File: src/hdl/tle_pkg.sv
// ----------------------------------------------------------------------------
// tle_pkg
// Types and constants shared by the line escaper: beat payloads, the group
// record passed from the front to the back, and the byte codes it emits.
// ----------------------------------------------------------------------------
package tle_pkg;

    localparam int LEN_W  = 13;
    localparam int CNT_W  = 7;
    localparam int QDEPTH = 4;

    localparam logic [7:0] CH_NUL  = 8'h00;
    localparam logic [7:0] CH_TAB  = 8'h09;
    localparam logic [7:0] CH_NL   = 8'h0A;
    localparam logic [7:0] CH_SP   = 8'h20;
    localparam logic [7:0] CH_AMP  = 8'h26;
    localparam logic [7:0] CH_APOS = 8'h27;
    localparam logic [7:0] CH_LPAR = 8'h28;
    localparam logic [7:0] CH_DOT  = 8'h2E;
    localparam logic [7:0] CH_BSL  = 8'h5C;
    localparam logic [7:0] CH_Q    = 8'h71;
    localparam logic [7:0] CH_S    = 8'h73;
    localparam logic [6:0] LO_BS   = 7'h08;
    localparam logic [6:0] LO_SPC  = 7'h20;
    localparam logic [6:0] LO_DEL  = 7'h7F;

    typedef enum logic [2:0] {
        K_NONE  = 3'd0,
        K_EMPTY = 3'd1,
        K_PASS  = 3'd2,
        K_BSL   = 3'd3,
        K_TAB   = 3'd4,
        K_SQ    = 3'd5,
        K_PRE   = 3'd6,
        K_END   = 3'd7
    } tle_kind_t;

    typedef struct packed {
        logic [7:0] in_byte;
        logic       in_last;
    } tle_item_t;

    typedef struct packed {
        logic [7:0]       out_byte;
        logic             byte_valid;
        logic             out_last;
        logic [LEN_W-1:0] line_length;
        logic             prefixed;
    } tle_result_t;

    typedef struct packed {
        logic             pre;
        tle_kind_t        a_kind;
        logic [7:0]       a_char;
        logic [CNT_W-1:0] a_cnt;
        tle_kind_t        b_kind;
        logic [7:0]       b_char;
        logic [CNT_W-1:0] b_cnt;
        logic             end_mark;
        logic             last;
        logic [LEN_W-1:0] line_length;
        logic             prefixed;
    } tle_rec_t;

endpackage

File: src/hdl/tle_front.sv
// ----------------------------------------------------------------------------
// tle_front
// Accepts raw line bytes, classifies them, tracks column, length and the
// held group, and pushes one group record per beat that produces output.
// ----------------------------------------------------------------------------
module tle_front #(
    parameter int TAB_STOP = 8
) (
    input  logic                       clk,
    input  logic                       rst_n,
    input  logic                       push,
    output logic                       full,
    input  tle_pkg::tle_item_t         item,
    input  logic                       cfg_valid,
    output logic                       cfg_ready,
    input  logic [tle_pkg::LEN_W-1:0]  cfg_data,
    output logic                       rec_push,
    output tle_pkg::tle_rec_t          rec,
    input  logic                       q_full
);
    import tle_pkg::*;

    localparam int RW = $clog2(TAB_STOP);

    logic [LEN_W-1:0] cap_reg, cap_next;
    logic [15:0]      column_reg, column_next;
    logic [RW-1:0]    col_mod_reg, col_mod_next;
    logic [LEN_W-1:0] length_reg, length_next;
    logic [7:0]       held_char_reg, held_char_next;
    tle_kind_t        held_kind_reg, held_kind_next;
    logic [CNT_W-1:0] held_count_reg, held_count_next;
    logic             first_seen_reg, first_seen_next;
    logic             prefix_reg, prefix_next;
    logic             stopped_reg, stopped_next;

    logic             accept;
    logic             pre;
    logic             pflag;
    logic             stp;
    logic [6:0]       low;
    logic [CNT_W-1:0] tab_k;
    tle_kind_t        new_kind;
    logic [7:0]       new_char;
    logic [CNT_W-1:0] new_cnt;
    logic [CNT_W-1:0] new_cols;
    logic [16:0]      col_sum;
    logic [LEN_W:0]   len_need;

    assign accept    = push && !q_full;
    assign full      = q_full;
    assign cfg_ready = 1'b1;
    assign low       = item.in_byte[6:0];
    assign tab_k     = CNT_W'(TAB_STOP) - CNT_W'(col_mod_reg);

    always_comb
    begin
        new_kind = K_PASS;
        new_char = item.in_byte;
        new_cnt  = CNT_W'(1);
        new_cols = CNT_W'(1);
        if (item.in_byte == CH_NUL)
        begin
            new_kind = K_EMPTY;
            new_char = 8'h00;
            new_cnt  = '0;
            new_cols = '0;
        end
        else if (item.in_byte == CH_BSL)
        begin
            new_kind = K_BSL;
            new_char = 8'h00;
            new_cnt  = CNT_W'(2);
        end
        else if (item.in_byte == CH_TAB)
        begin
            new_kind = K_TAB;
            new_char = 8'h00;
            new_cnt  = tab_k;
            new_cols = tab_k;
        end
        else if (item.in_byte == CH_NL)
        begin
            new_kind = K_PASS;
        end
        else if (low < LO_SPC || low == LO_DEL)
        begin
            new_kind = K_SQ;
            new_char = 8'h00;
            new_cnt  = CNT_W'(4);
        end
    end

    assign col_sum = 17'(column_reg) + 17'(new_cols);

    always_comb
    begin
        cap_next        = cap_reg;
        column_next     = column_reg;
        col_mod_next    = col_mod_reg;
        length_next     = length_reg;
        held_char_next  = held_char_reg;
        held_kind_next  = held_kind_reg;
        held_count_next = held_count_reg;
        first_seen_next = first_seen_reg;
        prefix_next     = prefix_reg;
        stopped_next    = stopped_reg;

        pre   = !first_seen_reg && (cap_reg >= LEN_W'(2))
                && (item.in_byte == CH_DOT || item.in_byte == CH_APOS);
        pflag = first_seen_reg ? prefix_reg : pre;

        len_need = {1'b0, length_reg} + (LEN_W+1)'(8) + (pflag ? (LEN_W+1)'(2) : '0);
        stp      = stopped_reg || (cap_reg < LEN_W'(2)) || (len_need >= {1'b0, cap_reg});

        rec          = '0;
        rec.pre      = pre;
        rec.a_kind   = K_NONE;
        rec.b_kind   = K_NONE;
        rec.prefixed = pflag;
        rec.last     = item.in_last;

        if (!stp)
        begin
            if (low == LO_BS)
            begin
                if (held_kind_reg != K_NONE && length_reg != '0)
                begin
                    length_next     = length_reg - LEN_W'(held_count_reg);
                    held_kind_next  = K_NONE;
                    held_count_next = '0;
                    held_char_next  = 8'h00;
                    if (column_reg != '0)
                    begin
                        column_next  = column_reg - 16'd1;
                        col_mod_next = (col_mod_reg == '0) ? RW'(TAB_STOP - 1)
                                                           : col_mod_reg - 1'b1;
                    end
                end
            end
            else
            begin
                rec.a_kind      = held_kind_reg;
                rec.a_char      = held_char_reg;
                rec.a_cnt       = held_count_reg;
                held_kind_next  = new_kind;
                held_char_next  = new_char;
                held_count_next = new_cnt;
                length_next     = length_reg + LEN_W'(new_cnt);
                column_next     = col_sum[15:0];
                if (col_sum[16])
                begin
                    col_mod_next = col_sum[RW-1:0];
                end
                else if (new_kind == K_TAB)
                begin
                    col_mod_next = '0;
                end
                else if (new_cols != '0)
                begin
                    col_mod_next = (col_mod_reg == RW'(TAB_STOP - 1)) ? '0
                                                                      : col_mod_reg + 1'b1;
                end
            end
        end

        if (item.in_last)
        begin
            rec.b_kind = held_kind_next;
            rec.b_char = held_char_next;
            rec.b_cnt  = held_count_next;
        end
        rec.end_mark    = item.in_last && !pre && rec.a_cnt == '0 && rec.b_cnt == '0;
        rec.line_length = item.in_last ? length_next : '0;

        rec_push = accept && (pre || rec.a_cnt != '0 || item.in_last);

        if (accept)
        begin
            first_seen_next = 1'b1;
            prefix_next     = pflag;
            stopped_next    = stp;
            if (item.in_last)
            begin
                column_next     = '0;
                col_mod_next    = '0;
                length_next     = '0;
                held_char_next  = 8'h00;
                held_kind_next  = K_NONE;
                held_count_next = '0;
                first_seen_next = 1'b0;
                prefix_next     = 1'b0;
                stopped_next    = 1'b0;
            end
        end
        else
        begin
            column_next     = column_reg;
            col_mod_next    = col_mod_reg;
            length_next     = length_reg;
            held_char_next  = held_char_reg;
            held_kind_next  = held_kind_reg;
            held_count_next = held_count_reg;
        end

        if (cfg_valid && cfg_ready)
        begin
            cap_next = cfg_data;
        end
    end

    always_ff @(posedge clk or negedge rst_n)
    begin
        if (!rst_n)
        begin
            cap_reg        <= LEN_W'(1024);
            column_reg     <= '0;
            col_mod_reg    <= '0;
            length_reg     <= '0;
            held_char_reg  <= 8'h00;
            held_kind_reg  <= K_NONE;
            held_count_reg <= '0;
            first_seen_reg <= 1'b0;
            prefix_reg     <= 1'b0;
            stopped_reg    <= 1'b0;
        end
        else
        begin
            cap_reg        <= cap_next;
            column_reg     <= column_next;
            col_mod_reg    <= col_mod_next;
            length_reg     <= length_next;
            held_char_reg  <= held_char_next;
            held_kind_reg  <= held_kind_next;
            held_count_reg <= held_count_next;
            first_seen_reg <= first_seen_next;
            prefix_reg     <= prefix_next;
            stopped_reg    <= stopped_next;
        end
    end

endmodule

File: src/hdl/tle_queue.sv
// ----------------------------------------------------------------------------
// tle_queue
// Short record queue between the front and the back of the line escaper.
// ----------------------------------------------------------------------------
module tle_queue (
    input  logic              clk,
    input  logic              rst_n,
    input  logic              wr_en,
    input  tle_pkg::tle_rec_t wr_rec,
    output logic              q_full,
    input  logic              rd_en,
    output tle_pkg::tle_rec_t rd_rec,
    output logic              q_valid
);
    import tle_pkg::*;

    localparam int PW = $clog2(QDEPTH);

    tle_rec_t        mem_reg [QDEPTH];
    logic [PW-1:0]   wr_ptr_reg, wr_ptr_next;
    logic [PW-1:0]   rd_ptr_reg, rd_ptr_next;
    logic [PW:0]     count_reg, count_next;
    logic            do_wr;
    logic            do_rd;

    assign q_full  = (count_reg == (PW+1)'(QDEPTH));
    assign q_valid = (count_reg != '0);
    assign do_wr   = wr_en && !q_full;
    assign do_rd   = rd_en && q_valid;
    assign rd_rec  = mem_reg[rd_ptr_reg];

    always_comb
    begin
        wr_ptr_next = do_wr ? wr_ptr_reg + 1'b1 : wr_ptr_reg;
        rd_ptr_next = do_rd ? rd_ptr_reg + 1'b1 : rd_ptr_reg;
        count_next  = count_reg;
        if (do_wr && !do_rd)
        begin
            count_next = count_reg + 1'b1;
        end
        else if (do_rd && !do_wr)
        begin
            count_next = count_reg - 1'b1;
        end
    end

    always_ff @(posedge clk)
    begin
        if (do_wr)
        begin
            mem_reg[wr_ptr_reg] <= wr_rec;
        end
    end

    always_ff @(posedge clk or negedge rst_n)
    begin
        if (!rst_n)
        begin
            wr_ptr_reg <= '0;
            rd_ptr_reg <= '0;
            count_reg  <= '0;
        end
        else
        begin
            wr_ptr_reg <= wr_ptr_next;
            rd_ptr_reg <= rd_ptr_next;
            count_reg  <= count_next;
        end
    end

    a_count_bound: assert property (@(posedge clk) disable iff (!rst_n)
        count_reg <= (PW+1)'(QDEPTH))
        else $error("queue count above depth");

endmodule

File: src/hdl/tle_back.sv
// ----------------------------------------------------------------------------
// tle_back
// Expands group records into a result register that the consumer pops, one
// output byte per cycle while that register is empty or being popped.
// ----------------------------------------------------------------------------
module tle_back (
    input  logic                 clk,
    input  logic                 rst_n,
    input  tle_pkg::tle_rec_t    q_rec,
    input  logic                 q_valid,
    output logic                 q_pop,
    output logic                 empty,
    input  logic                 pop,
    output tle_pkg::tle_result_t result
);
    import tle_pkg::*;

    logic [1:0]        seg_reg, seg_next;
    logic [CNT_W-1:0]  idx_reg, idx_next;
    logic              out_valid_reg, out_valid_next;
    tle_result_t       out_reg, out_next;

    logic [CNT_W-1:0]  cnt [4];
    tle_kind_t         kind [4];
    logic [7:0]        chr [4];
    logic [1:0]        cur;
    logic              later;
    logic              more;
    logic              rec_done;
    logic              step;
    logic [7:0]        byte_sel;

    always_comb
    begin
        cnt[0]  = q_rec.pre ? CNT_W'(2) : '0;
        kind[0] = K_PRE;
        chr[0]  = 8'h00;
        cnt[1]  = q_rec.a_cnt;
        kind[1] = q_rec.a_kind;
        chr[1]  = q_rec.a_char;
        cnt[2]  = q_rec.b_cnt;
        kind[2] = q_rec.b_kind;
        chr[2]  = q_rec.b_char;
        cnt[3]  = q_rec.end_mark ? CNT_W'(1) : '0;
        kind[3] = K_END;
        chr[3]  = 8'h00;
    end

    always_comb
    begin
        cur   = seg_reg;
        later = 1'b0;
        for (int s = 3; s >= 0; s--)
        begin
            if (2'(s) >= seg_reg && cnt[s] != '0)
            begin
                cur = 2'(s);
            end
        end
        for (int s = 0; s < 4; s++)
        begin
            if (2'(s) > cur && cnt[s] != '0)
            begin
                later = 1'b1;
            end
        end
        more     = ({1'b0, idx_reg} + (CNT_W+1)'(1)) < {1'b0, cnt[cur]};
        rec_done = !more && !later;
    end

    always_comb
    begin
        unique case (kind[cur])
            K_PRE:   byte_sel = (idx_reg == '0) ? CH_BSL : CH_AMP;
            K_PASS:  byte_sel = chr[cur];
            K_BSL:   byte_sel = CH_BSL;
            K_TAB:   byte_sel = CH_SP;
            K_SQ:
            begin
                case (idx_reg[1:0])
                    2'd0:    byte_sel = CH_BSL;
                    2'd1:    byte_sel = CH_LPAR;
                    2'd2:    byte_sel = CH_S;
                    default: byte_sel = CH_Q;
                endcase
            end
            default: byte_sel = 8'h00;
        endcase
    end

    assign step  = q_valid && (!out_valid_reg || pop);
    assign q_pop = step && rec_done;
    assign empty = !out_valid_reg;
    assign result = out_reg;

    always_comb
    begin
        seg_next       = seg_reg;
        idx_next       = idx_reg;
        out_valid_next = out_valid_reg;
        out_next       = out_reg;
        if (step)
        begin
            out_valid_next      = 1'b1;
            out_next.out_byte   = byte_sel;
            out_next.byte_valid = (kind[cur] != K_END);
            out_next.out_last   = q_rec.last && rec_done;
            out_next.line_length = (q_rec.last && rec_done) ? q_rec.line_length : '0;
            out_next.prefixed   = q_rec.prefixed;
            if (rec_done)
            begin
                seg_next = '0;
                idx_next = '0;
            end
            else if (more)
            begin
                seg_next = cur;
                idx_next = idx_reg + 1'b1;
            end
            else
            begin
                seg_next = cur + 1'b1;
                idx_next = '0;
            end
        end
        else if (pop)
        begin
            out_valid_next = 1'b0;
        end
    end

    always_ff @(posedge clk)
    begin
        out_reg <= out_next;
    end

    always_ff @(posedge clk or negedge rst_n)
    begin
        if (!rst_n)
        begin
            seg_reg       <= '0;
            idx_reg       <= '0;
            out_valid_reg <= 1'b0;
        end
        else
        begin
            seg_reg       <= seg_next;
            idx_reg       <= idx_next;
            out_valid_reg <= out_valid_next;
        end
    end

    a_step_loads: assert property (@(posedge clk) disable iff (!rst_n)
        step |=> out_valid_reg)
        else $error("expanded beat not loaded");

    a_marker_last: assert property (@(posedge clk) disable iff (!rst_n)
        (out_valid_reg && !out_reg.byte_valid) |-> out_reg.out_last)
        else $error("end marker without last");

    a_len_on_last: assert property (@(posedge clk) disable iff (!rst_n)
        (out_valid_reg && !out_reg.out_last) |-> (out_reg.line_length == '0))
        else $error("line length on non-final beat");

endmodule

File: src/hdl/troff_line_escaper.sv
// ----------------------------------------------------------------------------
// troff_line_escaper
// Escapes one line of raw bytes for a typesetter: prefix, backslash doubling,
// tab expansion, control escapes and backspace cancelation.
// A byte's group is held in the front until the next byte of the line (or the
// last byte itself) is accepted; the back emits 1 beat per cycle when popped.
// Throughput: 1 input beat per cycle for single-byte groups while the queue has
// room; the 4-entry queue absorbs a long group while the expander emits it.
// Reset: out_capacity returns to 1024, line state clears, queue and result empty.
// ----------------------------------------------------------------------------
module troff_line_escaper #(
    parameter int TAB_STOP = 8
) (
    input  logic                      clk,
    input  logic                      rst_n,
    input  logic                      push,
    output logic                      full,
    input  tle_pkg::tle_item_t        item,
    output logic                      empty,
    input  logic                      pop,
    output tle_pkg::tle_result_t      result,
    input  logic                      cfg_valid,
    output logic                      cfg_ready,
    input  logic [tle_pkg::LEN_W-1:0] cfg_data
);
    import tle_pkg::*;

    logic     rec_push;
    tle_rec_t rec;
    logic     q_full;
    logic     q_pop;
    tle_rec_t q_rec;
    logic     q_valid;

    tle_front #(
        .TAB_STOP (TAB_STOP)
    ) u_front (
        .clk       (clk),
        .rst_n     (rst_n),
        .push      (push),
        .full      (full),
        .item      (item),
        .cfg_valid (cfg_valid),
        .cfg_ready (cfg_ready),
        .cfg_data  (cfg_data),
        .rec_push  (rec_push),
        .rec       (rec),
        .q_full    (q_full)
    );

    tle_queue u_queue (
        .clk     (clk),
        .rst_n   (rst_n),
        .wr_en   (rec_push),
        .wr_rec  (rec),
        .q_full  (q_full),
        .rd_en   (q_pop),
        .rd_rec  (q_rec),
        .q_valid (q_valid)
    );

    tle_back u_back (
        .clk     (clk),
        .rst_n   (rst_n),
        .q_rec   (q_rec),
        .q_valid (q_valid),
        .q_pop   (q_pop),
        .empty   (empty),
        .pop     (pop),
        .result  (result)
    );

endmodule
File: config.mk
export PLATFORM = sky130hd
export DESIGN_NAME = troff_line_escaper
export DESIGN_NICKNAME = d
export VERILOG_FILES = /design/src/hdl/tle_pkg.sv /design/src/hdl/tle_front.sv /design/src/hdl/tle_queue.sv /design/src/hdl/tle_back.sv /design/src/hdl/troff_line_escaper.sv
export SDC_FILE = /design/constraint.sdc
export NUM_CORES = 1
export LEC_CHECK = 0
export ABC_AREA = 1
export BUFFER_PORTS_ARGS = -buffer_cell sky130_fd_sc_hd__buf_2
export CORE_MARGIN = 8
export CORE_UTILIZATION = 45
export CTS_CLUSTER_DIAMETER = 200
export DETAILED_ROUTE_END_ITERATION = 10
export GPL_TIMING_DRIVEN = 0
export PLACE_DENSITY_LB_ADDON = 0.1
export SETUP_SLACK_MARGIN = 0.2
export SYNTH_ARGS = -nofsm -noshare
export SYNTH_HDL_FRONTEND = slang
export SYNTH_SLANG_ARGS = --single-unit
File: constraint.sdc
create_clock -name clk -period 7.7 [get_ports clk]
set_input_delay 0 -clock clk [delete_from_list [all_inputs] [get_ports clk]]
set_output_delay 0 -clock clk [all_outputs]
set_load 0.02 [all_outputs]
==> run_results.csv, run 1 <==
group,metric,value,unit
cts,tritoncts_num_sinks,319,
detailed_routing,postRouteAntennaNets,0,
detailed_routing,drt-wirelength-per-cell,19.1,µm
sta,final-setup-viol-count,0,
die,die_h,205,µm
synthesis,synth-seq-area-share,57.0,%
synthesis,ys_top_cells_by_count,"sky130_fd_sc_hd__nand2_1, sky130_fd_sc_hd__edfxtp_1, sky130_fd_sc_hd__nor2_1",
grt,antenna_found_initial,1,
die,floorplan.core_area,0.0354,mm²
synthesis,ys_types,57,
critical_path,setup.worst_path.end_class,"flop",
grt,via_count_of_the_first_global_routing_pass,12200,
die,ios,54,
synthesis,synthesis.area_per_instance,9.68,µm²
cts,max-clock-path-buffers,3,
final_layout,layout-drive-gt1-share,9.64,%
power,pwr_density_cell,357,mW/mm²
sta,report.final.slew_viol_count,0,
cts,clk_pin_slew,0.06,ns
final_layout,layout.core_utilization,52.5,%
synthesis,synth_most_common_cell,"sky130_fd_sc_hd__nand2_1",
final_layout,fillers,3223,
cts,cts_buffers,37,
detailed_routing,vias,12400,
synthesis,synth_nets,1746,
place,numPortBuffers,52,
final_layout,largest_register_ff_count,212,
min_path,path_category_of_the_worst_min_delay_check,"primary input to asynchronous set/reset pin",
synthesis,netlist.top_cell.by_area,"sky130_fd_sc_hd__edfxtp_1",
final_layout,post_layout_instance_area,0.0186,mm²
synthesis,synth-main-ff-cell,"sky130_fd_sc_hd__edfxtp_1",
job,timing.max_cap.violations,0,
die,rows,69,
sta,measured_slew_at_the_worst_slew_check_pin,1.08,ns
sta,worst_slew_margin_rel,27.8,%
detailed_routing,drt-pass1-iter-count,6,
detailed_routing,drc,0,
cts,clock_latency,0.55,ns
cts,cts_tree,"built",
grt,gr-total-overflow,0,
sta,max_freq,160,MHz
place,gp_congestion,0.908,
grt,grt_max_degree,48,
critical_path,worst_ep_required_time,8.11,ns
detailed_routing,route.detailed.vias_per_inst,5.45,
final_layout,syn_to_final_growth,15.6,%
critical_path,crit_path_frequent_cell,"sky130_fd_sc_hd__inv_1",
critical_path,critical_path.max_stage_delay,0.58,ns
cts,holdBufCountCts,29,
cts,cts.repair_timing.setup_buffer_count,0,
sta,final_hold_vio_count,0,
die,starting_density_of_the_core,45.4,%
synthesis,synth.cell_area,0.0161,mm²
status,outcome,"finished, final reports clean",
synthesis,synth_seq_cells,319,
power,cellLeakagePower,7.71,nW
cts,cts_root_buffer,"sky130_fd_sc_hd__clkbuf_16",
detailed_routing,drt-initial-drc-count,722,
sta,finalCritPeriodShare,81.0,%
critical_path,crit_type,"flop to flop",
final_layout,number_of_diodes_added_for_antenna_fixing,0,
final_layout,final_nets,1875,
critical_path,critPathLaunchType,"flop",
synthesis,yosys.area.top_type_share,44.1,%
synthesis,async_flop_share,26.0,%
sta,finClkSkew,0.0219,ns
sta,rsz_0062_raised_after_global_routing,"false",
critical_path,crit_path_max_fanout,10,
grt,wire_length_of_the_first_global_routing_pass,68800,µm
detailed_routing,wl,43400,µm
die,fp.dieArea,0.0420,mm²
synthesis,ys.warnings.count,0,
synthesis,number_of_enable_type_register_cells_in_the_synthesized_netlist,236,
synthesis,post_synth_main_area_contributors,"sky130_fd_sc_hd__edfxtp_1, sky130_fd_sc_hd__dfrtp_1, sky130_fd_sc_hd__nand2_1, sky130_fd_sc_hd__ha_1, sky130_fd_sc_hd__nor2_1",
die,die_x,205,µm
critical_path,slowest_stage,"sky130_fd_sc_hd__nor3_1",
sta,period_needed,6.24,ns
place,dp_hpwl,30900,µm
cts,post_cts_resized,0,
place,dpl-instance-area,0.0171,mm²
critical_path,worstPathArrival,6.65,ns
cts,htree_levels,2,
grt,grt_util_all_layers,20.9,%
critical_path,rr_worst_depth,31,
power,max_ir_drop_vdd,0.238,mV
synthesis,netlist_instances,1660,
## per-stage QoR
stage               TNS, ns  instances  total power, mW  setup WS [ns]  hold WS (ns)
floorplan                 0       1660             4.19           1.53        -0.296
global placement    -344.46       2173             4.93          -1.72         0.200
detailed placement        0       2182             4.95           1.56        0.0729
CTS                       0       2277             6.68           1.54        0.0123
global route              0       2277             7.08          0.886        0.0653
finish                    0       2277             6.64           1.46        0.0135
## routing by layer
metal  GRT usage [%]  routed length, µm  share of wire [%]  vias to the layer above
met1            27.8              19400                 45                     5977
li1                -                  -                  -                     6008
met2            33.6              20300                 47                      342
met4            8.07               1470                3.4                        0
met5               0                  0                  0                        -
met3            3.94               2310                5.3                       82
## critical path: cells and delay by family, from the launching register on
kind,cells,cell delay (ns)
compound gates,7,0.99
xor+xnor,2,0.31
fa+ha+maj,5,1.29
buf+inv,6,0.92
flops,1,0.36
simple gates,11,2.21
## area by class of cell
class                           count  area [µm²]  share of cell area (%)
Timing Repair Buffer               90         733                    3.95
Clock inverter                     19         150                   0.808
Buffer                             75         348                    1.87
Tap cell                          461         577                    3.10
Sequential cell                   319        9170                    49.3
Multi-Input combinational cell   1104        5980                    32.2
Inverter                          162         616                    3.31
Clock buffer                       47        1020                    5.47
## placed cells by master (no fill, tap or decap), types with 4 or more instances in the layout
cell type / Yosys / final
sky130_fd_sc_hd__fa_1: 4 / 4
sky130_fd_sc_hd__nand3_1: 83 / 83
sky130_fd_sc_hd__xor2_1: 38 / 38
sky130_fd_sc_hd__o22ai_1: 52 / 52
sky130_fd_sc_hd__clkinv_1: 6 / 14
sky130_fd_sc_hd__clkbuf_16: 0 / 39
sky130_fd_sc_hd__a21oi_1: 66 / 66
sky130_fd_sc_hd__edfxtp_1: 236 / 236
sky130_fd_sc_hd__nor3_2: 9 / 9
sky130_fd_sc_hd__nor3_1: 37 / 37
sky130_fd_sc_hd__nand2_1: 324 / 324
sky130_fd_sc_hd__a22oi_1: 18 / 18
sky130_fd_sc_hd__o2111ai_1: 5 / 5
sky130_fd_sc_hd__buf_2: 10 / 61
sky130_fd_sc_hd__a31oi_1: 7 / 7
sky130_fd_sc_hd__buf_6: 5 / 5
sky130_fd_sc_hd__dlygate4sd3_1: 0 / 29
sky130_fd_sc_hd__buf_12: 0 / 9
sky130_fd_sc_hd__clkbuf_1: 51 / 57
sky130_fd_sc_hd__nand4_1: 16 / 16
sky130_fd_sc_hd__nor4_1: 17 / 17
sky130_fd_sc_hd__clkinv_2: 0 / 5
sky130_fd_sc_hd__and2_1: 6 / 6
sky130_fd_sc_hd__o21ai_1: 6 / 6
sky130_fd_sc_hd__ha_1: 55 / 55
sky130_fd_sc_hd__o21ai_0: 124 / 124
sky130_fd_sc_hd__xnor2_1: 10 / 10
sky130_fd_sc_hd__inv_2: 7 / 7
sky130_fd_sc_hd__inv_1: 147 / 147
sky130_fd_sc_hd__nor2_1: 178 / 174
sky130_fd_sc_hd__buf_1: 5 / 5
sky130_fd_sc_hd__or2_2: 6 / 6
sky130_fd_sc_hd__buf_4: 4 / 5
sky130_fd_sc_hd__nor2_4: 0 / 4
sky130_fd_sc_hd__dfrtp_1: 82 / 82
## where the power goes
group,internal (mW),switching [mW]
logic,0.779,1.70
clock network,1.00,0.705
registers,2.31,0.149
total,4.09,2.56
## worst paths after layout
path / from / to / slack [ns]
setup / recovery: u_front.cap_reg[10] / u_queue.count_reg[2] / 1.46
hold / removal: rst_n / u_back.idx_reg[6] / 0.01
setup reg to reg: u_front.cap_reg[10] / u_queue.count_reg[2] / 1.46
hold reg to reg: u_front.held_count_reg[5] / u_front.held_count_reg[5] / 0.50
max in group asynchronous: rst_n / u_front.column_reg[13] / 6.99
min in group clk: cfg_valid / u_front.cap_reg[11] / 0.03
## logic make-up (layout without fill, tap and decap cells)
logic type | after synthesis | count (layout) | synth area share (%)
other | 1 | 1 | 0.0233
AOI/OAI and AO/OA | 306 | 306 | 11.0
xor gates and xnor gates | 48 | 48 | 2.61
DFF | 319 | 319 | 57.0
muxes | 2 | 2 | 0.140
and+or+nand+nor | 688 | 688 | 18.4
buffers and inverters | 237 | 393 | 5.98
adders and majority gates | 59 | 59 | 4.78
(Power assumes the default switching activity.)
==> inputs of run 2 (changes only) <==
--- a/config.mk
+++ b/config.mk
@@ -5,7 +5,7 @@
 export SDC_FILE = /design/constraint.sdc
 export NUM_CORES = 1
 export LEC_CHECK = 0
-export ABC_AREA = 1
+export ABC_AREA = 0
 export BUFFER_PORTS_ARGS = -buffer_cell sky130_fd_sc_hd__buf_2
 export CORE_MARGIN = 8
 export CORE_UTILIZATION = 45
==> constraint.sdc (replaced) <==
create_clock -name clk -period 5.6 [get_ports clk]
set_input_delay 0 -clock clk [delete_from_list [all_inputs] [get_ports clk]]
set_output_delay 0 -clock clk [all_outputs]
set_load 0.02 [all_outputs]
==> run_results.csv, run 2 <==
group,metric,value,unit
status,outcome,"finished, final reports clean",
synthesis,post_synth_main_area_contributors,"sky130_fd_sc_hd__edfxtp_1, sky130_fd_sc_hd__dfrtp_1, sky130_fd_sc_hd__mux4_2, sky130_fd_sc_hd__ha_1, sky130_fd_sc_hd__nand2_1",
detailed_routing,postRouteAntennaNets,0,
sta,period_needed,5.25,ns
critical_path,worst_setup_path_startpoint,"u_front.first_seen_reg",
grt,grt_util_all_layers,20.6,%
cts,tritoncts_num_sinks,319,
sta,final_hold_vio_count,0,
cts,max-clock-path-buffers,3,
detailed_routing,top_layer_used,"met4",
final_layout,footprint_of_the_multi_input_gates,0.00657,mm²
grt,wire_length_of_the_first_global_routing_pass,67000,µm
critical_path,slowest_stage,"sky130_fd_sc_hd__o221ai_1",
power,cellLeakagePower,7.14,nW
final_layout,fillers,2994,
min_path,hold_path_depth,3,
synthesis,synth.cell_area,0.0160,mm²
final_layout,final-seq-area,0.00917,mm²
synthesis,synth_nets,1340,
synthesis,synth-main-ff-cell,"sky130_fd_sc_hd__edfxtp_1",
detailed_routing,wl_met1,19500,µm
synthesis,synth-compound-area-share,12.2,%
cts,cts_root_buffer,"sky130_fd_sc_hd__clkbuf_16",
detailed_routing,route.detailed.vias_per_inst,5.89,
die,fp.dieArea,0.0418,mm²
sta,report.final.slew_viol_count,0,
detailed_routing,drt-wirelength-per-cell,23.3,µm
die,die_x,204,µm
synthesis,synth_most_common_cell,"sky130_fd_sc_hd__edfxtp_1",
sta,finalHoldWorstSlack,0.0317,ns
detailed_routing,total_length_of_routed_met3_wires,2300,µm
synthesis,yosys.area.top_type_share,44.3,%
place,dp_hpwl,29200,µm
min_path,path_category_of_the_worst_min_delay_check,"primary input to flop",
synthesis,ys_types,89,
final_layout,final_nets,1487,
synthesis,post_synth_fa_ha_maj_area_fraction,4.80,%
synthesis,netlist.top_cell.by_area,"sky130_fd_sc_hd__edfxtp_1",
synthesis,netlist_instances,1254,
place,gp_congestion,0.931,
cts,htree_levels,2,
critical_path,r2r_setup_slack,0.35,ns
synthesis,yosys.area_share.simple,12.9,%
sta,final-setup-viol-count,0,
synthesis,synthesis.area_per_instance,12.8,µm²
critical_path,setup.worst_path.end_class,"flop",
critical_path,regToRegEndpoint,"u_queue.mem_reg[0][30]",
critical_path,regToRegStartpoint,"u_front.first_seen_reg",
power,pwr_density_cell,508,mW/mm²
job,timing.max_cap.violations,0,
sta,max_freq,190,MHz
critical_path,critPathLaunchType,"flop",
place,numPortBuffers,50,
die,rows,69,
synthesis,synth-seq-area-share,57.3,%
synthesis,xor_xnor_fraction_of_synth_area,1.64,%
power,power.total,9.58,mW
critical_path,crit_path_max_fanout,10,
final_layout,layout_common_cells,"sky130_fd_sc_hd__edfxtp_1, sky130_fd_sc_hd__nand2_1, sky130_fd_sc_hd__dfrtp_1, sky130_fd_sc_hd__nor2_1, sky130_fd_sc_hd__o21ai_0",
critical_path,critical_path.cell_chain,"nand3b_1 > or4_4 > or3_4 > nand2_4 > ha_4 > ha_4 > nor2_1 > nor2_2 > nand2_2 > buf_4 > xnor2_1 > ha_1 > nand4_1 > o31a_1 > o221ai_1 > buf_2 > clkbuf_2 > a22oi_1 > nor2_1",
detailed_routing,wl_met2,20800,µm
critical_path,rr_worst_depth,19,
critical_path,critical_path.max_stage_delay,0.50,ns
synthesis,synth.mux.area_fraction,7.90,%
cts,clock_latency,0.53,ns
synthesis,ys.warnings.count,0,
sta,setup_total_negative_slack,0,ns
die,floorplan.core_area,0.0353,mm²
synthesis,synth_top_family_by_area,"simple AND/OR/NAND/NOR gates",
critical_path,crit_type,"flop to flop",
detailed_routing,drt-pass1-iter-count,5,
sta,worst_slew_margin_rel,27.0,%
detailed_routing,drt-initial-drc-count,792,
final_layout,post_layout_instance_area,0.0189,mm²
cts,cts_buffers,37,
grt,grt_max_degree,47,
die,starting_density_of_the_core,45.3,%
synthesis,ys_top_cells_by_count,"sky130_fd_sc_hd__edfxtp_1, sky130_fd_sc_hd__nand2_1, sky130_fd_sc_hd__dfrtp_1",
sta,rsz_0062_raised_after_global_routing,"true",
grt,gr-total-overflow,0,
final_layout,layout-drive-gt1-share,20.6,%
critical_path,endpoint,"u_queue.mem_reg[0][30]",
synthesis,number_of_enable_type_register_cells_in_the_synthesized_netlist,236,
grt,via_count_of_the_first_global_routing_pass,11300,
place,dpl-instance-area,0.0169,mm²
sta,finalCritPeriodShare,93.8,%
synthesis,synth_seq_cells,319,
sta,measured_slew_at_the_worst_slew_check_pin,1.09,ns
final_layout,largest_register_ff_count,212,
synthesis,async_flop_share,26.0,%
detailed_routing,wl,44000,µm
detailed_routing,drc,0,
power,max_ir_drop_vdd,0.325,mV
grt,antenna_found_initial,0,
final_layout,syn_to_final_growth,18.1,%
min_path,timing.hold.worst.start,"item[6]",
critical_path,worstPathArrival,5.52,ns
critical_path,worst_ep_required_time,5.87,ns
sta,finClkSkew,0.0150,ns
cts,clk_pin_slew,0.06,ns
final_layout,most_common_library_cell_in_the_layout_ignoring_fill_and_taps,"sky130_fd_sc_hd__edfxtp_1",
detailed_routing,vias,11100,
final_layout,number_of_diodes_added_for_antenna_fixing,0,
die,ios,54,
die,die_h,204,µm
cts,cts_tree,"built",
[run 2: cell families (layout without fill, tap and decap cells)]
group	count (synthesis)	in the layout
compound gates	273	273
xor+xnor	30	30
fa+ha+maj	59	59
buf+inv	125	295
flops	319	319
mux	60	60
other cells	1	1
simple gates	387	393
[run 2: worst min path at each step]
stage	endpoint	slack, ns
2_1_floorplan	u_back.idx_reg[0]	-0.30
3_3_place_gp	u_back.out_valid_reg	0.20
3_5_place_dp	u_back.idx_reg[4]	0.08
4_1_cts	u_front.held_char_reg[5]	0.01
5_1_grt	u_front.held_char_reg[5]	0.05
6_report	u_front.held_char_reg[5]	0.03
[run 2: worst max-delay path: cells and delay by family, from the launching register on]
family | cells | cell delay, ns
buffers and inverters | 3 | 0.88
DFF | 1 | 0.40
AOI/OAI and AO/OA | 3 | 1.02
and+or+nand+nor | 9 | 1.91
adders and majority gates | 3 | 0.64
xor gates and xnor gates | 1 | 0.12
[run 2: final cells by class]
type                    instances  share of cell area [%]
plain buffers                  64                    1.76
clock buffers                  51                    5.45
clock inverters                17                    1.02
inverters                      60                    1.19
multi-input cells             816                    34.8
flip-flops and latches        319                    48.6
well taps                     461                    3.06
repair buffers                103                    4.15
[run 2: where the power goes]
group	switching, mW	internal (mW)
Sequential	0.264	3.14
Clock	0.973	1.43
Combinational	2.23	1.54
[run 2: per-layer routing]
layer	global-route usage, %	vias to the layer above
li1	-	5131
met4	7.74	0
met5	0	-
met1	27.7	5597
met2	33.9	340
met3	2.75	74
[run 2: metrics by stage]
step	utilization [%]	instances	setup slack, ns
2_1_floorplan	-	1254	0.359
3_3_place_gp	47.6	1765	-1.54
3_5_place_dp	47.9	1768	-0.978
4_1_cts	52.6	1872	0.228
5_1_grt	53.5	1891	0.0850
6_report	53.5	1891	0.349
[run 2: timing repair]
action,4_1_cts,5_1_grt
hold endpoints to repair,67,0
setup buffers,9,15
hold buffers,25,0
resized for setup,33,36
gates cloned,3,4
pin swaps,11,17
endpoints found under the setup margin,442,358
==> inputs of run 3 (changes only) <==
--- a/config.mk
+++ b/config.mk
@@ -7,6 +7,7 @@
 export LEC_CHECK = 0
 export ABC_AREA = 0
 export BUFFER_PORTS_ARGS = -buffer_cell sky130_fd_sc_hd__buf_2
+export CORE_ASPECT_RATIO = 0.75
 export CORE_MARGIN = 8
 export CORE_UTILIZATION = 45
 export CTS_CLUSTER_DIAMETER = 200
==> run_results.csv, run 3 (synthesis gave the netlist of run 2 again) <==
group,metric,value,unit
status,outcome,"finished, final reports clean",
place,dp_cells,1762,
cts,cts_root_buffer,"sky130_fd_sc_hd__clkbuf_16",
sta,max_freq,186,MHz
die,floorplan.core_area,0.0348,mm²
sta,finalCritPeriodShare,96.2,%
sta,rsz_0062_raised_after_global_routing,"true",
power,max_ir_drop_vdd,0.260,mV
place,dp_hpwl,29700,µm
final_layout,syn_to_final_growth,16.2,%
sta,setup_ws,0.211,ns
critical_path,crit_type,"flop to flop",
critical_path,critPathLaunchType,"flop",
detailed_routing,postRouteAntennaNets,0,
power,seq_power_share,36.7,%
final_layout,layout-drive-gt1-share,19.5,%
die,starting_density_of_the_core,45.9,%
power,p_int,5.85,mW
cts,tritoncts_num_sinks,319,
sta,final_hold_vio_count,0,
job,timing.max_cap.violations,0,
place,gp_congestion,0.901,
sta,finClkSkew,0.0180,ns
place,place_ws,-0.888,ns
critical_path,rr_worst_depth,20,
final_layout,most_common_library_cell_in_the_layout_ignoring_fill_and_taps,"sky130_fd_sc_hd__edfxtp_1",
die,ios,54,
final_layout,layout.core_utilization,53.3,%
final_layout,number_of_diodes_added_for_antenna_fixing,0,
die,rows,59,
grt,grt_util_all_layers,21.2,%
final_layout,layoutNonFillerInstCount,1871,
place,numPortBuffers,50,
cts,max-clock-path-buffers,3,
cts,htree_levels,2,
critical_path,regToRegStartpoint,"u_front.first_seen_reg",
grt,grt_max_degree,43,
power,pwr_density_cell,500,mW/mm²
power,total_switching_power,3.44,mW
final_layout,fillers,2990,
grt,wire_length_of_the_first_global_routing_pass,67200,µm
sta,worst_slew_margin_rel,19.2,%
sta,setup_total_negative_slack,0,ns
die,die_x,234,µm
sta,measured_slew_at_the_worst_slew_check_pin,1.20,ns
cts,clk_pin_slew,0.06,ns
grt,gr-total-overflow,0,
die,fp.dieArea,0.0419,mm²
critical_path,r2r_setup_slack,0.21,ns
sta,report.final.slew_viol_count,0,
grt,via_count_of_the_first_global_routing_pass,11100,
detailed_routing,drc,0,
cts,cts_tree,"built",
critical_path,setup.worst_path.end_class,"flop",
final_layout,largest_register_ff_count,212,
power,clock_power_share,23.8,%
final_layout,final_nets,1476,
detailed_routing,wl,44300,µm
die,die_h,179,µm
power,cellLeakagePower,7.00,nW
critical_path,worstPathArrival,5.82,ns
final_layout,layout_common_cells,"sky130_fd_sc_hd__edfxtp_1, sky130_fd_sc_hd__nand2_1, sky130_fd_sc_hd__dfrtp_1, sky130_fd_sc_hd__nor2_1, sky130_fd_sc_hd__o21ai_0",
power,power.total,9.29,mW
grt,antenna_found_initial,1,
detailed_routing,route.detailed.vias_per_inst,6.02,
sta,final-setup-viol-count,0,
critical_path,crit_path_max_fanout,10,
power,fraction_of_power_spent_switching_nets,37.1,%
detailed_routing,drt-initial-drc-count,1165,
min_path,path_category_of_the_worst_min_delay_check,"primary input to asynchronous set/reset pin",
critical_path,worst_ep_required_time,6.03,ns
cts,clock_latency,0.54,ns
detailed_routing,vias,11300,
critical_path,worst_setup_path_startpoint,"u_front.first_seen_reg",
power,power_frac_comb,39.6,%
detailed_routing,drt-wirelength-per-cell,23.7,µm
critical_path,regToRegEndpoint,"u_front.held_char_reg[1]",
critical_path,endpoint,"u_front.held_char_reg[1]",
detailed_routing,drt-pass1-iter-count,5,
cts,cts_buffers,34,
sta,period_needed,5.39,ns
[run 3: worst min-delay path by stage]
stage,end,startpoint,slack [ns],cells past startpoint
after floorplan,u_back.idx_reg[0],rst_n,-0.30,0
final,u_back.out_valid_reg,rst_n,0.05,2
after global placement,u_front.cap_reg[6],cfg_data[6],0.20,3
after CTS,u_front.cap_reg[10],cfg_valid,0.06,4
after detailed placement,u_queue.count_reg[2],rst_n,0.06,1
after global routing,u_queue.count_reg[0],rst_n,0.11,2
[run 3: power by group through the flow]
stage | clock, mW | sequential [mW] | combinational, mW
after detailed placement | 0 | 3.45 | 3.46
after CTS | 2.25 | 3.40 | 3.59
final | 2.21 | 3.41 | 3.68
after global placement | 0 | 3.44 | 3.42
after floorplan | 0 | 3.47 | 2.39
after global routing | 2.34 | 3.46 | 4.03
[run 3: repair_timing]
item / 4_1_cts / 5_1_grt
hold buffers: 26 / 0
pin swaps: 11 / 13
gates cloned: 4 / 4
gates resized for setup: 27 / 42
buffers inserted: 8 / 8
hold endpoints to repair: 105 / 0
setup endpoints to repair: 422 / 362
[run 3: final cells by class]
cell class | count | area [µm²] | share of cell area (%)
flip-flops and latches | 319 | 9170 | 49.3
multi-input cells | 818 | 6550 | 35.3
well taps | 457 | 572 | 3.08
repair buffers | 93 | 661 | 3.56
clock buffers | 41 | 897 | 4.83
clock inverters | 19 | 185 | 0.997
inverters | 60 | 225 | 1.21
plain buffers | 64 | 323 | 1.74
[run 3: critical path, stage by stage (launching register included)]
cell and delay [ns]:
sky130_fd_sc_hd__dfrtp_1 0.41, sky130_fd_sc_hd__nand3b_1 0.18, sky130_fd_sc_hd__or4_4 0.44, sky130_fd_sc_hd__or3_4 0.37
sky130_fd_sc_hd__nand2_4 0.12, sky130_fd_sc_hd__ha_4 0.16, sky130_fd_sc_hd__ha_4 0.13, sky130_fd_sc_hd__nor2_1 0.05
sky130_fd_sc_hd__nor2_1 0.18, sky130_fd_sc_hd__nand2_1 0.13, sky130_fd_sc_hd__nor2_2 0.13, sky130_fd_sc_hd__xor2_1 0.16
sky130_fd_sc_hd__ha_1 0.28, sky130_fd_sc_hd__a211oi_2 0.22, sky130_fd_sc_hd__nand2_1 0.12, sky130_fd_sc_hd__a211oi_2 0.33
sky130_fd_sc_hd__o31ai_4 0.16, sky130_fd_sc_hd__a221oi_1 0.59, sky130_fd_sc_hd__clkbuf_2 0.41, sky130_fd_sc_hd__o21ai_1 0.36
sky130_fd_sc_hd__a32o_1 0.35
[run 3: stage by stage]
stage | hold slack, ns | cell area, µm²
2_1_floorplan | -0.296 | 16000
3_3_place_gp | 0.204 | 16800
3_5_place_dp | 0.0642 | 16900
4_1_cts | 0.0645 | 18400
5_1_grt | 0.114 | 18600
6_report | 0.0456 | 18600
[run 3: per-layer routing]
layer  global-route usage (%)  up-vias  part of all wire, %
met1                     30.6     5664                   46
met4                     5.55        2                  2.1
met5                        0        -                0.018
met2                     31.4      419                   43
li1                         -     5112                    -
met3                     5.39       73                  8.4
